### src/design/ptp_pkg.sv
// ----------------------------------------------------------------------------
// ptp_pkg
// Shared types and constants for the procedural texture pattern block.
// ----------------------------------------------------------------------------
package ptp_pkg;

   localparam int COORD_BITS     = 32;
   localparam int SIZE_BITS      = 32;
   localparam int COLOR_BITS     = 24;
   localparam int CSR_INDEX_BITS = 2;
   localparam int CSR_DATA_BITS  = 32;

   localparam logic [SIZE_BITS-1:0]  CELL_SIZE_RESET = 32'h0001_0000;
   localparam logic [COLOR_BITS-1:0] COLOR_A_RESET   = 24'h00_0000;
   localparam logic [COLOR_BITS-1:0] COLOR_B_RESET   = 24'hFF_FFFF;

   localparam logic [CSR_INDEX_BITS-1:0] CSR_MODE    = 2'd0;
   localparam logic [CSR_INDEX_BITS-1:0] CSR_SIZE    = 2'd1;
   localparam logic [CSR_INDEX_BITS-1:0] CSR_COLOR_A = 2'd2;
   localparam logic [CSR_INDEX_BITS-1:0] CSR_COLOR_B = 2'd3;

   typedef enum logic [1:0] {
      MODE_PLAIN   = 2'd0,
      MODE_STRIPES = 2'd1,
      MODE_CHECKER = 2'd2,
      MODE_RINGS   = 2'd3
   } mode_type;

   typedef struct packed {
      logic signed [COORD_BITS-1:0] hit_x;
      logic signed [COORD_BITS-1:0] hit_z;
   } req_type;

   typedef struct packed {
      logic [7:0] red;
      logic [7:0] green;
      logic [7:0] blue;
   } rsp_type;

endpackage

### src/design/ptp_div.sv
// ----------------------------------------------------------------------------
// ptp_div
// Pipelined restoring divider, one quotient bit per stage; only the parity
// of the quotient comes out.
// ----------------------------------------------------------------------------
module ptp_div #(
   parameter int WIDTH = ptp_pkg::COORD_BITS
) (
   input  logic                          clock,
   input  logic                          en,
   input  logic [WIDTH-1:0]              dividend,
   input  logic [ptp_pkg::SIZE_BITS-1:0] divisor,
   output logic                          parity
);
   import ptp_pkg::*;

   logic [SIZE_BITS-1:0] rem_ff [WIDTH-1];
   logic [WIDTH-1:0]     dvd_ff [WIDTH-1];
   logic                 parity_ff;

   genvar k;
   generate
      for (k = 0; k < WIDTH; k++) begin : g_stage
         logic [SIZE_BITS-1:0] rem_prev;
         logic [WIDTH-1:0]     dvd_prev;
         logic [SIZE_BITS:0]   trial;
         logic                 ge;
         logic [SIZE_BITS-1:0] rem_in;

         if (k == 0) begin : g_first
            assign rem_prev = '0;
            assign dvd_prev = dividend;
         end else begin : g_next
            assign rem_prev = rem_ff[k-1];
            assign dvd_prev = dvd_ff[k-1];
         end

         assign trial  = {rem_prev, dvd_prev[WIDTH-1]};
         assign ge     = trial >= {1'b0, divisor};
         assign rem_in = ge ? SIZE_BITS'(trial - {1'b0, divisor}) : trial[SIZE_BITS-1:0];

         if (k < WIDTH-1) begin : g_keep
            always_ff @(posedge clock) begin
               if (en) begin
                  rem_ff[k] <= rem_in;
                  dvd_ff[k] <= dvd_prev << 1;
               end
            end
         end else begin : g_last
            always_ff @(posedge clock) begin
               if (en) begin
                  parity_ff <= ge;
               end
            end
         end
      end
   endgenerate

   assign parity = parity_ff;

endmodule

### config.mk
export PLATFORM = sky130hd
export DESIGN_NAME = ptp_div
export DESIGN_NICKNAME = d
export VERILOG_FILES = /design/src/design/ptp_pkg.sv /design/src/design/ptp_div.sv
export SDC_FILE = /design/constraint.sdc
export NUM_CORES = 2
export LEC_CHECK = 0
export BUFFER_PORTS_ARGS = -buffer_cell sky130_fd_sc_hd__buf_2
export CAP_MARGIN = 15
export CORE_MARGIN = 2
export CORE_UTILIZATION = 36
export DETAILED_ROUTE_END_ITERATION = 10
export PLACE_DENSITY_LB_ADDON = 0.25
export SLEW_MARGIN = 20
export SYNTH_ARGS = -nofsm -noshare
export SYNTH_HDL_FRONTEND = slang
export SYNTH_SLANG_ARGS = --single-unit
### constraint.sdc
create_clock -name clock -period 8.4 [get_ports clock]
set_input_delay 0.84 -clock clock [delete_from_list [all_inputs] [get_ports clock]]
set_output_delay 0.84 -clock clock [all_outputs]
set_load 0.02 [all_outputs]
After elaboration in Yosys (flattened, before gate mapping)
Memories as Yosys holds them, arrays and structs flattened.
Index checks and enable logic that the tools add are counted.
- register bits: 1
- bits in writable memories: 1953
- bits of input ports: 66
- output and inout port bits: 1
- memories: 2
- memories (name ; depth ; bits a word ; read ports ; clocked after Yosys merged registers in ; wr ports ; RTL line ; RTL):
    rem_ff ; 31 ; 32 ; 31 ; 0 ; 31 ; ptp_div.sv:17 ; logic [SIZE_BITS-1:0] rem_ff [WIDTH-1];
    dvd_ff ; 31 ; 31 ; 31 ; 0 ; 31 ; ptp_div.sv:18 ; logic [WIDTH-1:0] dvd_ff [WIDTH-1];
- add/sub/neg operators: 31
- order comparisons: 32
- muxes and demuxes: 33
- operators by type and width (cell ; count):
    $ge 33x32->1 ; 31
    $mux 32 ; 31
    $sub 32x32->32 ; 30
    $ge 1x32->1 ; 1
    $sub 1x32->32 ; 1
    $mux 1 ; 2

Longest topological paths before layout
An unclocked memory read counts as a cell.
- depth after elaboration: 3
- mapped depth: 15

Worst setup path after synthesis
Ideal clock, no wire load.
- kind: input port to flip-flop
- start: input divisor[1] (netlist bit)
- end: memory rem_ff[10][10] (netlist: rem_ff[5][10]), data pin
- setup time: 0.260 ns
- arrival time: 6.713 ns
- required time: 8.140 ns
- slack: 1.427 ns
- cell stages on the path: 14
- buffers on the path: 2
- cell sequence: inv_1 -> clkbuf_1 -> ha_1 -> nor2b_1 -> o31a_1 -> o31a_1 -> o41a_1 -> a31o_4 -> o21a_1 -> or3_4 -> a21oi_2 -> o41ai_2 -> buf_6 -> mux2_4
- RTL lines (what ; RTL line ; RTL):
    start: declaration ; ptp_div.sv:12 ; input logic [ptp_pkg::SIZE_BITS-1:0] divisor,
    end: declaration ; ptp_div.sv:17 ;

==> impl_metrics.py <==
metrics = {
    "logic_synthesis": {
        "yosys_most_used_dff": "edfxtp_1",
        "synth_warnings": 0,
        "synth.top_cell.area_share": 0.430,
        "synth_most_common_cell": "edfxtp_1",
        "synth_cells": 10000,
        "ys_async_sr_fraction": 0,
        "netlist_top_cells_count": "edfxtp_1, ha_1, a21oi_1",
        "synth_area_leader_cell": "edfxtp_1",
        "ys_ff_latch": 1489,
        "yosys-top-cells-area": "edfxtp_1, ha_1, a21oi_1",
        "yosysSeqAreaShare": 0.430,
        "synth_edf_count": 1489,
        "syn_nets": 11100,
        "avgSynthCellArea_sq_um": 10.4,
        "netlist_area_sq_um": 104000,
        "synth_cell_types": 99,
    },
    "global_routing": {
        "grt_pass1_wl_um": 459000,
        "track_usage": 0.200,
        "antenna_found_initial": 13,
        "grt_overflow": 0,
        "grt_pass1_vias": 78500,
        "grt_max_degree": 169,
    },
    "drt": {
        "drt-initial-drc-count": 6245,
        "antenna_left": 0,
        "wl_per_cell_um": 21.4,
        "wirelength_um": 301000,
        "vias": 79700,
        "drtPass1Iterations": 7,
        "avgViaCountPerCell": 5.65,
        "drc": 0,
    },
    "worst_setup_path": {
        "cp-end-kind": "flop",
        "timing.rr.end": "rem_ff[9][30]$_DFFE_PP_",
        "crit_required_ns": 8.99,
        "crit_family": "compound AO/OA/AOI/OAI gates",
        "slowest_stage": "o21ai_4",
        "r2r_setup_slack_ns": 3.73,
        "crit_start": "divisor[6]",
        "critPathBufInv": 4,
        "cpPeakStageDelay_ns": 0.73,
        "start_kind": "input port",
        "r2r_start": "dvd_ff[17][30]$_DFFE_PP_",
        "crit_arrival_ns": 5.65,
        "reg2reg_depth": 14,
        "worst-path-stages": 13,
        "crit_type": "in2reg",
        "crit_fanout": 34,
        "crit_chain": "buf_2 > inv_2 > buf_4 > ha_1 > o21a_1 > nor2_1 > o41ai_2 > a31oi_1 > o21ai_0 > o21ai_0 > o21ai_4 > buf_4 > mux2_2",
        "crit_end": "rem_ff[14][8]$_DFFE_PP_",
    },
    "power_and_ir_drop": {
        "total_power_mw": 49.3,
        "p_per_area_nw_per_um2": 428,
        "peakVddDrop_uv": 205,
        "p_leak_nw": 45.4,
    },
    "timing": {
        "period_needed_ns": 5.06,
        "finalHoldViolations": 0,
        "tightestPinTransition_ns": 1.20,
        "fin_crit_sh": 0.602,
        "whs_ns": 0.122,
        "finalSetupTns_ns": 0,
        "skew_ns": 0.0591,
        "rsz0062_at_grt": "false",
        "final-max-slew-violation-count": 0,
        "relSlewSlack": 0.200,
        "setup_viol": 0,
        "fmax_mhz": 198,
    },
    "layout": {
        "num-fill-cells": 27700,
        "area_growth_pct": 10.8,
        "drive_above_1_share": 0.0964,
        "nNetsFinal": 11200,
        "fin_cells": 14100,
        "multi_input_area_sq_um": 57300,
        "post-route-util": 0.400,
        "register_area_sq_um": 44700,
    },
    "place": {
        "routabilityCongestion": 0.934,
        "portBuffers": 66,
        "place_inst": 13800,
        "place_hpwl_um": 223000,
    },
    "floorplanning": {
        "start_util": 0.361,
        "die_h_um": 542,
        "ios": 67,
        "rows": 197,
        "die_area_sq_um": 293000,
        "core_sq_um": 288000,
        "fp.dieW_um": 542,
    },
    "worst_hold_path": {
        "min_path_type": "in2reg",
    },
    "clocking": {
        "path_clk_slew_ns": 0.06,
        "clkSinkCount": 1489,
        "postCtsSetupBuffers": 0,
        "cts_tree": "done",
        "worstSkewPairLatency_ns": 0.88,
        "ctsHoldBuffers": 0,
        "clk_path_buf_depth": 4,
        "clock-root-buffer": "clkbuf_16",
        "h-tree-depth": 4,
        "ctsResizeCount": 0,
        "numCtsBuffers": 185,
    },
    "run": {
        "cap_viol_max_count": 0,
    },
    "status": {
        "status": "finished clean",
    },
}
[area by class of cell]
cell class | instances | share of cell area
diodes | 6 | 0.000130
clock inverters | 110 | 0.00926
well taps | 3781 | 0.0410
multi-input cells | 7970 | 0.497
clock buffers | 225 | 0.0424
flip-flops and latches | 1489 | 0.388
inverters | 321 | 0.0105
repair buffers | 191 | 0.0120
[placed cells by master, fill, tap and decap left out, drive strengths merged, types with 30 or more instances in the layout]
cell,n
o21bai,133
and3,106
o31a,34
buf,191
a31oi,99
nand2,763
fa,30
o31ai,74
nand4,137
nor4,71
a21boi,37
or2,33
o211ai,55
mux2,395
a21o,520
clkbuf,225
xnor2,500
a211o,32
a221oi,34
nor2b,105
a211oi,91
nand2b,113
and2,44
or3,39
inv,328
xor2,312
clkinv,75
a21oi,991
nor3,133
ha,994
edfxtp,1489
nand3,188
nor2,655
o21a,112
o21ai,781
[flip-flops by register name (all words and copies together) (netlist names)]
register	flops
rem_ff	992
parity	1
dvd_ff	496
[report_power, final]
part	internal [mW]	total (mW)	switching, mW
Clock	4.64	7.95	3.31
Combinational	11.9	26.8	15.0
Sequential	12.5	14.5	2.02
[per-layer routing]
| layer | up-vias | GRT usage | share of wire |
|---|---|---|---|
| met3 | 561 | 0.0224 | 0.047 |
| met5 | - | 0 | 0.000090 |
| met4 | 4 | 0.0851 | 0.045 |
| met1 | 38400 | 0.259 | 0.44 |
| li1 | 38500 | - | - |
| met2 | 2199 | 0.336 | 0.47 |
[logic make-up after synthesis]
logic type	synth area share
compound gates	0.195
simple gates	0.113
flops	0.430
fa+ha+maj	0.125
xor+xnor	0.0684
buf+inv	0.0218
mux	0.0463
[worst min path at each step]
| stage | startpoint | to | slack, ns | cells past startpoint |
|---|---|---|---|---|
| after detailed placement | dvd_ff[9][13]$_DFFE_PP_ | dvd_ff[10][14]$_DFFE_PP_ | 0.40 | 0 |
| after global placement | dvd_ff[8][27]$_DFFE_PP_ | dvd_ff[9][28]$_DFFE_PP_ | 0.40 | 0 |
| after global routing | dividend[16] | dvd_ff[0][16]$_DFFE_PP_ | 0.08 | 1 |
| final | dividend[16] | dvd_ff[0][16]$_DFFE_PP_ | 0.12 | 1 |
| after CTS | dividend[16] | dvd_ff[0][16]$_DFFE_PP_ | 0.04 | 1 |
| after floorplan | dvd_ff[9][9]$_DFFE_PP_ | dvd_ff[10][10]$_DFFE_PP_ | 0.40 | 0 |
[stage by stage]
stage / instance area, sq um / setup WS [ns]
after CTS: 115000 / 3.42
final: 115000 / 3.34
after global routing: 115000 / 3.05
after floorplan: 104000 / 1.43
after global placement: 109000 / 2.64
after detailed placement: 109000 / 2.49
Note: power is estimated with default switching activity, not from simulation.
