`config.mk`:
```
export PLATFORM = sky130hd
export DESIGN_NAME = ptp_isqrt
export DESIGN_NICKNAME = d
export VERILOG_FILES = /design/src/design/ptp_pkg.sv /design/src/design/ptp_isqrt.sv
export SDC_FILE = /design/constraint.sdc
export NUM_CORES = 2
export LEC_CHECK = 0
export BUFFER_PORTS_ARGS = -buffer_cell sky130_fd_sc_hd__clkbuf_2
export CORE_AREA = 4 4 631 633
export CTS_BUF_LIST = sky130_fd_sc_hd__clkbuf_16
export DETAILED_ROUTE_END_ITERATION = 12
export DIE_AREA = 0 0 635 637
export GPL_TIMING_DRIVEN = 0
export HOLD_SLACK_MARGIN = 0.05
export SLEW_MARGIN = 20
export SYNTH_ARGS = -nofsm -noshare
export SYNTH_HDL_FRONTEND = slang
export SYNTH_SLANG_ARGS = --single-unit
export TNS_END_PERCENT = 50
```
`constraint.sdc`:
```
create_clock -name clock -period 5.1 [get_ports clock]
set_input_delay 1.02 -clock clock [delete_from_list [all_inputs] [get_ports clock]]
set_output_delay 1.02 -clock clock [all_outputs]
set_load 0.1 [all_outputs]
```
`src/design/ptp_pkg.sv`:
```
// ----------------------------------------------------------------------------
// ptp_pkg
// Shared types and constants for the procedural texture pattern block.
// ----------------------------------------------------------------------------
package ptp_pkg;

   localparam int COORD_BITS     = 32;
   localparam int SIZE_BITS      = 32;
   localparam int COLOR_BITS     = 24;
   localparam int CSR_INDEX_BITS = 2;
   localparam int CSR_DATA_BITS  = 32;

   localparam logic [SIZE_BITS-1:0]  CELL_SIZE_RESET = 32'h0001_0000;
   localparam logic [COLOR_BITS-1:0] COLOR_A_RESET   = 24'h00_0000;
   localparam logic [COLOR_BITS-1:0] COLOR_B_RESET   = 24'hFF_FFFF;

   localparam logic [CSR_INDEX_BITS-1:0] CSR_MODE    = 2'd0;
   localparam logic [CSR_INDEX_BITS-1:0] CSR_SIZE    = 2'd1;
   localparam logic [CSR_INDEX_BITS-1:0] CSR_COLOR_A = 2'd2;
   localparam logic [CSR_INDEX_BITS-1:0] CSR_COLOR_B = 2'd3;

   typedef enum logic [1:0] {
      MODE_PLAIN   = 2'd0,
      MODE_STRIPES = 2'd1,
      MODE_CHECKER = 2'd2,
      MODE_RINGS   = 2'd3
   } mode_type;

   typedef struct packed {
      logic signed [COORD_BITS-1:0] hit_x;
      logic signed [COORD_BITS-1:0] hit_z;
   } req_type;

   typedef struct packed {
      logic [7:0] red;
      logic [7:0] green;
      logic [7:0] blue;
   } rsp_type;

endpackage

```
`src/design/ptp_isqrt.sv`:
```
// ----------------------------------------------------------------------------
// ptp_isqrt
// Pipelined digit-by-digit integer square root, one root bit per stage.
// ----------------------------------------------------------------------------
module ptp_isqrt #(
   parameter int WIDTH = ptp_pkg::COORD_BITS
) (
   input  logic               clock,
   input  logic               en,
   input  logic [2*WIDTH-1:0] radicand,
   output logic [WIDTH-1:0]   root
);
   import ptp_pkg::*;

   logic [WIDTH+1:0]   rem_ff  [WIDTH-1];
   logic [2*WIDTH-1:0] rad_ff  [WIDTH-1];
   logic [WIDTH-1:0]   root_ff [WIDTH];

   genvar k;
   generate
      for (k = 0; k < WIDTH; k++) begin : g_stage
         logic [WIDTH+1:0]   rem_prev;
         logic [2*WIDTH-1:0] rad_prev;
         logic [WIDTH-1:0]   root_prev;
         logic [WIDTH+3:0]   cur;
         logic [WIDTH+3:0]   trial;
         logic               ge;
         logic [WIDTH+1:0]   rem_in;
         logic [WIDTH-1:0]   root_in;

         if (k == 0) begin : g_first
            assign rem_prev  = '0;
            assign rad_prev  = radicand;
            assign root_prev = '0;
         end else begin : g_next
            assign rem_prev  = rem_ff[k-1];
            assign rad_prev  = rad_ff[k-1];
            assign root_prev = root_ff[k-1];
         end

         assign cur     = {rem_prev, rad_prev[2*WIDTH-1 -: 2]};
         assign trial   = {2'b00, root_prev, 2'b01};
         assign ge      = cur >= trial;
         assign rem_in  = ge ? (WIDTH+2)'(cur - trial) : cur[WIDTH+1:0];
         assign root_in = {root_prev[WIDTH-2:0], ge};

         if (k < WIDTH-1) begin : g_keep
            always_ff @(posedge clock) begin
               if (en) begin
                  rem_ff[k]  <= rem_in;
                  rad_ff[k]  <= rad_prev << 2;
                  root_ff[k] <= root_in;
               end
            end
         end else begin : g_last
            always_ff @(posedge clock) begin
               if (en) begin
                  root_ff[k] <= root_in;
               end
            end
         end
      end
   endgenerate

   assign root = root_ff[WIDTH-1];

endmodule

```
# Yosys cells after proc, flatten, opt, wreduce, memory -nomap -nowiden
# Memory sizes are Yosys's and may differ from the RTL's.
# Cells that the tools add are included.
[classes] reduce_logical=0 n_eq_ne=0 add_sub_neg=31 shifts=0 bitwise_logic=0 order_cmp=32 n_div=0 n_mul=0 mux=33
[op_table] operator="36-bit by 34-bit >= comparator with 1-bit output" n=31
[op_table] operator="34-bit 2-to-1 mux" n=31
[op_table] operator="34-bit subtractor" n=30
[op_table] operator="2-bit by 1-bit subtractor with 3-bit output, second input constant" n=1
[op_table] operator="2-bit by 1-bit >= comparator with 1-bit output, second input constant" n=1
[op_table] operator="1-bit 2-to-1 mux" n=2
[totals] reg_bits=0 out_inout_bits=32 mem_count=3 word_cells=99 inputBits=66 romBits=0 mem_bits_rw=4000 latch_bits=0
[memory_table] memory="rad_ff" depth=31 width=62 read_ports=31 rd_ports_with_merged_regs=0 wr=31 line_no="ptp_isqrt.sv:16" text="logic [2*WIDTH-1:0] rad_ff [WIDTH-1];"
[memory_table] memory="rem_ff" depth=31 width=34 read_ports=31 rd_ports_with_merged_regs=0 wr=31 line_no="ptp_isqrt.sv:15" text="logic [WIDTH+1:0] rem_ff [WIDTH-1];"
[memory_table] memory="root_ff" depth=32 width=32 read_ports=32 rd_ports_with_merged_regs=0 wr=32 line_no="ptp_isqrt.sv:17" text="logic [WIDTH-1:0] root_ff [WIDTH];"

# Depth between registers and ports, before layout
# An unclocked memory read counts as a cell.
[logic_depth] ltp_word=3 ltp_mapped=15 depth_no_buf=13

# Least setup slack after synthesis
# OpenSTA, ideal clock, no wires.
[synth_timing] path_kind="register to register" start="mem rem_ff[0][282] (netlist bit)" end="mem rem_ff[0][328] (netlist bit), data pin" setup_ns=0.268 arrival_time_ns=3.223 synth_period_minus_slack_ns=3.490 slack_ns=1.610 t_required_ns=4.832 stages_incl_launch_ff=11 path_cell_list="edfxtp_1 -> or4_1 -> or4_4 -> or3_1 -> buf_2 -> or4_1 -> nand3_2 -> nor4_2 -> or3_1 -> o41ai_1 -> o21ai_1"
[synth_lines] element="from (decl)" line_no="ptp_isqrt.sv:15"

==> flow_summary_export.csv <==
group,metric,value,unit
placement,hpwl,168000,um
timing,hold_ws,0.280,ns
pwr,peakVddDrop,0.000284,V
synth,synthTopCellsByArea,"edfxtp_1 (65%), ha_1 (6.0%), xnor2_1 (3.3%)",
critical_path,end_kind,"flop",
routing,via_count,69000,
clock_tree,post_cts_buffers,0,
synth,seq_area_frac_synth,64.6,%
routing,wl_per_cell,15.6,um
synth,synthArstFlopShare,0,%
synth,synth_ff_type,"edfxtp_1",
routing,vias_per_cell,4.62,
clock_tree,cts_sinks,2523,
synth,ys_seq_elements,2523,
timing,setup_viol,0,
floorplan,initial_core_util,29.9,%
global_routing,first_global_vias,68500,
synth,syn-num-nets,9690,
routing,dr.first_iter.drc_count,4412,
finish,layout_commonest_cell,"edfxtp_1",
synth,syn_inst,9062,
finish,register_area,0.0758,mm2
synth,netlist_area,0.117,mm2
critical_path,path_cells,"inv_1 > ha_1 > nor2b_1 > o21ai_0 > nand2b_1 > a31o_2 > a41o_1 > nor2b_1 > a21boi_0 > clkbuf_1 > clkbuf_1 > nand2_1 > o21ai_0",
clock_tree,clk_latency,0.93,ns
clock_tree,cts_root_buf,"clkbuf_16",
pwr,p_leak,50.6,nW
critical_path,timing.critical_path.required,5.65,ns
finish,multi_input_area,0.0381,mm2
timing,fin_skew,0.0870,ns
routing,drt_wl_total,233000,um
clock_tree,cts_tree,"done",
synth,synth_top_area_share,64.6,%
worst_hold_path,hold_class,"in -> reg",
routing,wl_met2,118000,um
synth,synth.avg_cell_area,12.9,um2
global_routing,grt_pass1_wl,370000,um
floorplan,core_area,0.392,mm2
critical_path,slowest_delay,0.61,ns
clock_tree,htreeDepth,5,
routing,wl_met3,9360,um
floorplan,io_pins,98,
timing,relSlewSlack,23.7,%
routing,drc,0,
critical_path,startpoint_type,"flop",
timing,period_minus_slack,4.78,ns
finish,nets,10100,
clock_tree,cts_made_buffers,296,
floorplan,fp.dieH,637,um
global_routing,antenna_found_initial,5,
run_status,status,"finished clean",
timing,rsz0062_at_grt,"false",
routing,first_pass_iters,6,
global_routing,grt_overflow_total,0,
finish,area_delta_synth_final,14.9,%
global_routing,grt_max_degree,101,
critical_path,critPathMaxFanout,10,
timing,finalCritPeriodShare,93.7,%
timing,fmax,209,MHz
placement,numPortBuffers,97,
finish,fillers,38300,
placement,place.gp.congestion,0.864,
critical_path,worstPathArrival,5.32,ns
floorplan,rows,230,
finish,post-route-util,34.4,%
critical_path,worstSetupPathType,"reg -> reg",
clock_tree,path_clk_slew,0.06,ns
finish,layout_common_cells,"edfxtp_1 (2523), inv_1 (773), nand2_1 (661)",
critical_path,worst-path-buf-inv,3,
synth,yosysWarnings,0,
routing,wl_met1,96200,um
routing,ant_nets,0,
flow_run,drv_cap,0,
timing,hold_viol,0,
pwr,power.density,448,mW/mm2
critical_path,worst_path_max_delay_cell,"o21ai_0",
timing,slew_violations,0,
synth,synthDistinctLibCells,92,
finish,drive_above_1_share,7.21,%
synth,synth_edf_count,2523,
critical_path,crit_family,"compound AO/OA/AOI/OAI gates",
floorplan,die_w,635,um
global_routing,grt.total_usage,11.2,%
synth,yosysTopAreaCell,"edfxtp_1",
routing,top_layer_used,"met4",
timing,tightest_slew,1.13,ns
clock_tree,holdBufCountCts,0,
clock_tree,clk_path_buf_depth,4,
floorplan,dieArea,0.404,mm2
==> what timing repair did <==
action | CTS | global route
setup endpoints to repair | 0 | 12
gates resized for setup | 0 | 4
endpoints found under the hold margin | 0 | 0
==> worst reg2reg max path: cells and delay by family, from the launching register on <==
kind            cells  cell delay (ns)
compound gates      5             1.98
buf+inv             3             1.05
simple gates        4             0.69
flops               1             0.40
fa+ha+maj           1             0.33
==> worst paths after layout <==
path	cells after the start	to	slack (ns)	startpoint
worst min-delay path	1	rad_ff[0][47]	0.28	radicand[47]
worst max-delay path	13	rem_ff[1][140]	0.32	root_ff[19][0]
worst min register to register	0	rad_ff[3][14]	0.35	rad_ff[2][74]
worst max register to register	13	rem_ff[1][140]	0.32	root_ff[19][0]
==> routing by layer <==
| metal | track usage (%) | vias up |
|---|---|---|
| met2 | 20.2 | 1217 |
| met1 | 13.1 | 32900 |
| met5 | 0 | - |
| met3 | 1.90 | 482 |
| li1 | - | 34400 |
| met4 | 4.47 | 0 |
==> report_power, final <==
group,leakage [nW],switching [W],internal [W]
clock,4.83,0.00843,0.0122
combinational,21.4,0.00687,0.00494
sequential,24.3,0.00158,0.0263
total,50.6,0.0169,0.0434
==> synth_stat cells, types with 25 or more instances <==
cell      number
edfxtp_1    2523
inv_1        721
nand2_1      661
ha_1         562
nor2_1       548
a21oi_1      531
o21ai_0      480
xnor2_1      440
xor2_1       410
a21o_1       250
nor3_1       214
clkbuf_1     153
nand3_1      148
nor4_1       114
nand2b_1     113
nand4_1      105
o21a_1        98
or3_1         87
nor2b_1       72
mux2_2        69
or4_1         61
o21bai_1      60
o31ai_1       55
a31oi_1       52
and3_1        49
a211oi_1      42
o211ai_1      42
or2_2         41
nand3b_1      37
and2_1        25
==> sequential cells by signal (all words and copies together) (netlist names) <==
| name | flops |
|---|---|
| rad_ff | 992 |
| root_ff | 528 |
| rem_ff | 1003 |
==> stage by stage <==
| stage | worst slack [ns] | TNS, ns | instances | total power (W) | area (um2) |
|---|---|---|---|---|---|
| final | 0.324 | 0 | 14900 | 0.0603 | 135000 |
| after global routing | 0.0280 | 0 | 14900 | 0.0637 | 135000 |
| after CTS | 0.154 | 0 | 14900 | 0.0612 | 135000 |
| after detailed placement | -0.127 | -12.08 | 14400 | 0.0400 | 125000 |
| after global placement | -42.76 | - | 14400 | 0.0417 | 124000 |
| after floorplan | 1.61 | 0 | 9062 | 0.0365 | 117000 |
==> logic make-up (layout without fill, tap and decap cells) <==
kind of cell               count (synthesis)  count (layout)  synth area share, %
buffers and inverters                    895            1551                 2.89
adders and majority gates                562             562                 6.00
DFF                                     2523            2523                 64.6
AOI/OAI and AO/OA                       1805            1805                 9.53
and+or+nand+nor                         2345            2345                 9.83
other                                      1               6              0.00320
xor gates and xnor gates                 850             850                 6.35
muxes                                     81              81                0.766
==> cell type report <==
| type | instances | area share [%] |
|---|---|---|
| diodes | 5 | 0.00929 |
| clock buffers | 302 | 5.61 |
| inverters | 723 | 2.02 |
| multi-input cells | 5644 | 28.3 |
| repair buffers | 129 | 0.989 |
| clock inverters | 225 | 1.47 |
| well taps | 5220 | 4.85 |
| plain buffers | 172 | 0.503 |
| flip-flops and latches | 2523 | 56.3 |
No activity file was read; power rests on OpenSTA's default activity.
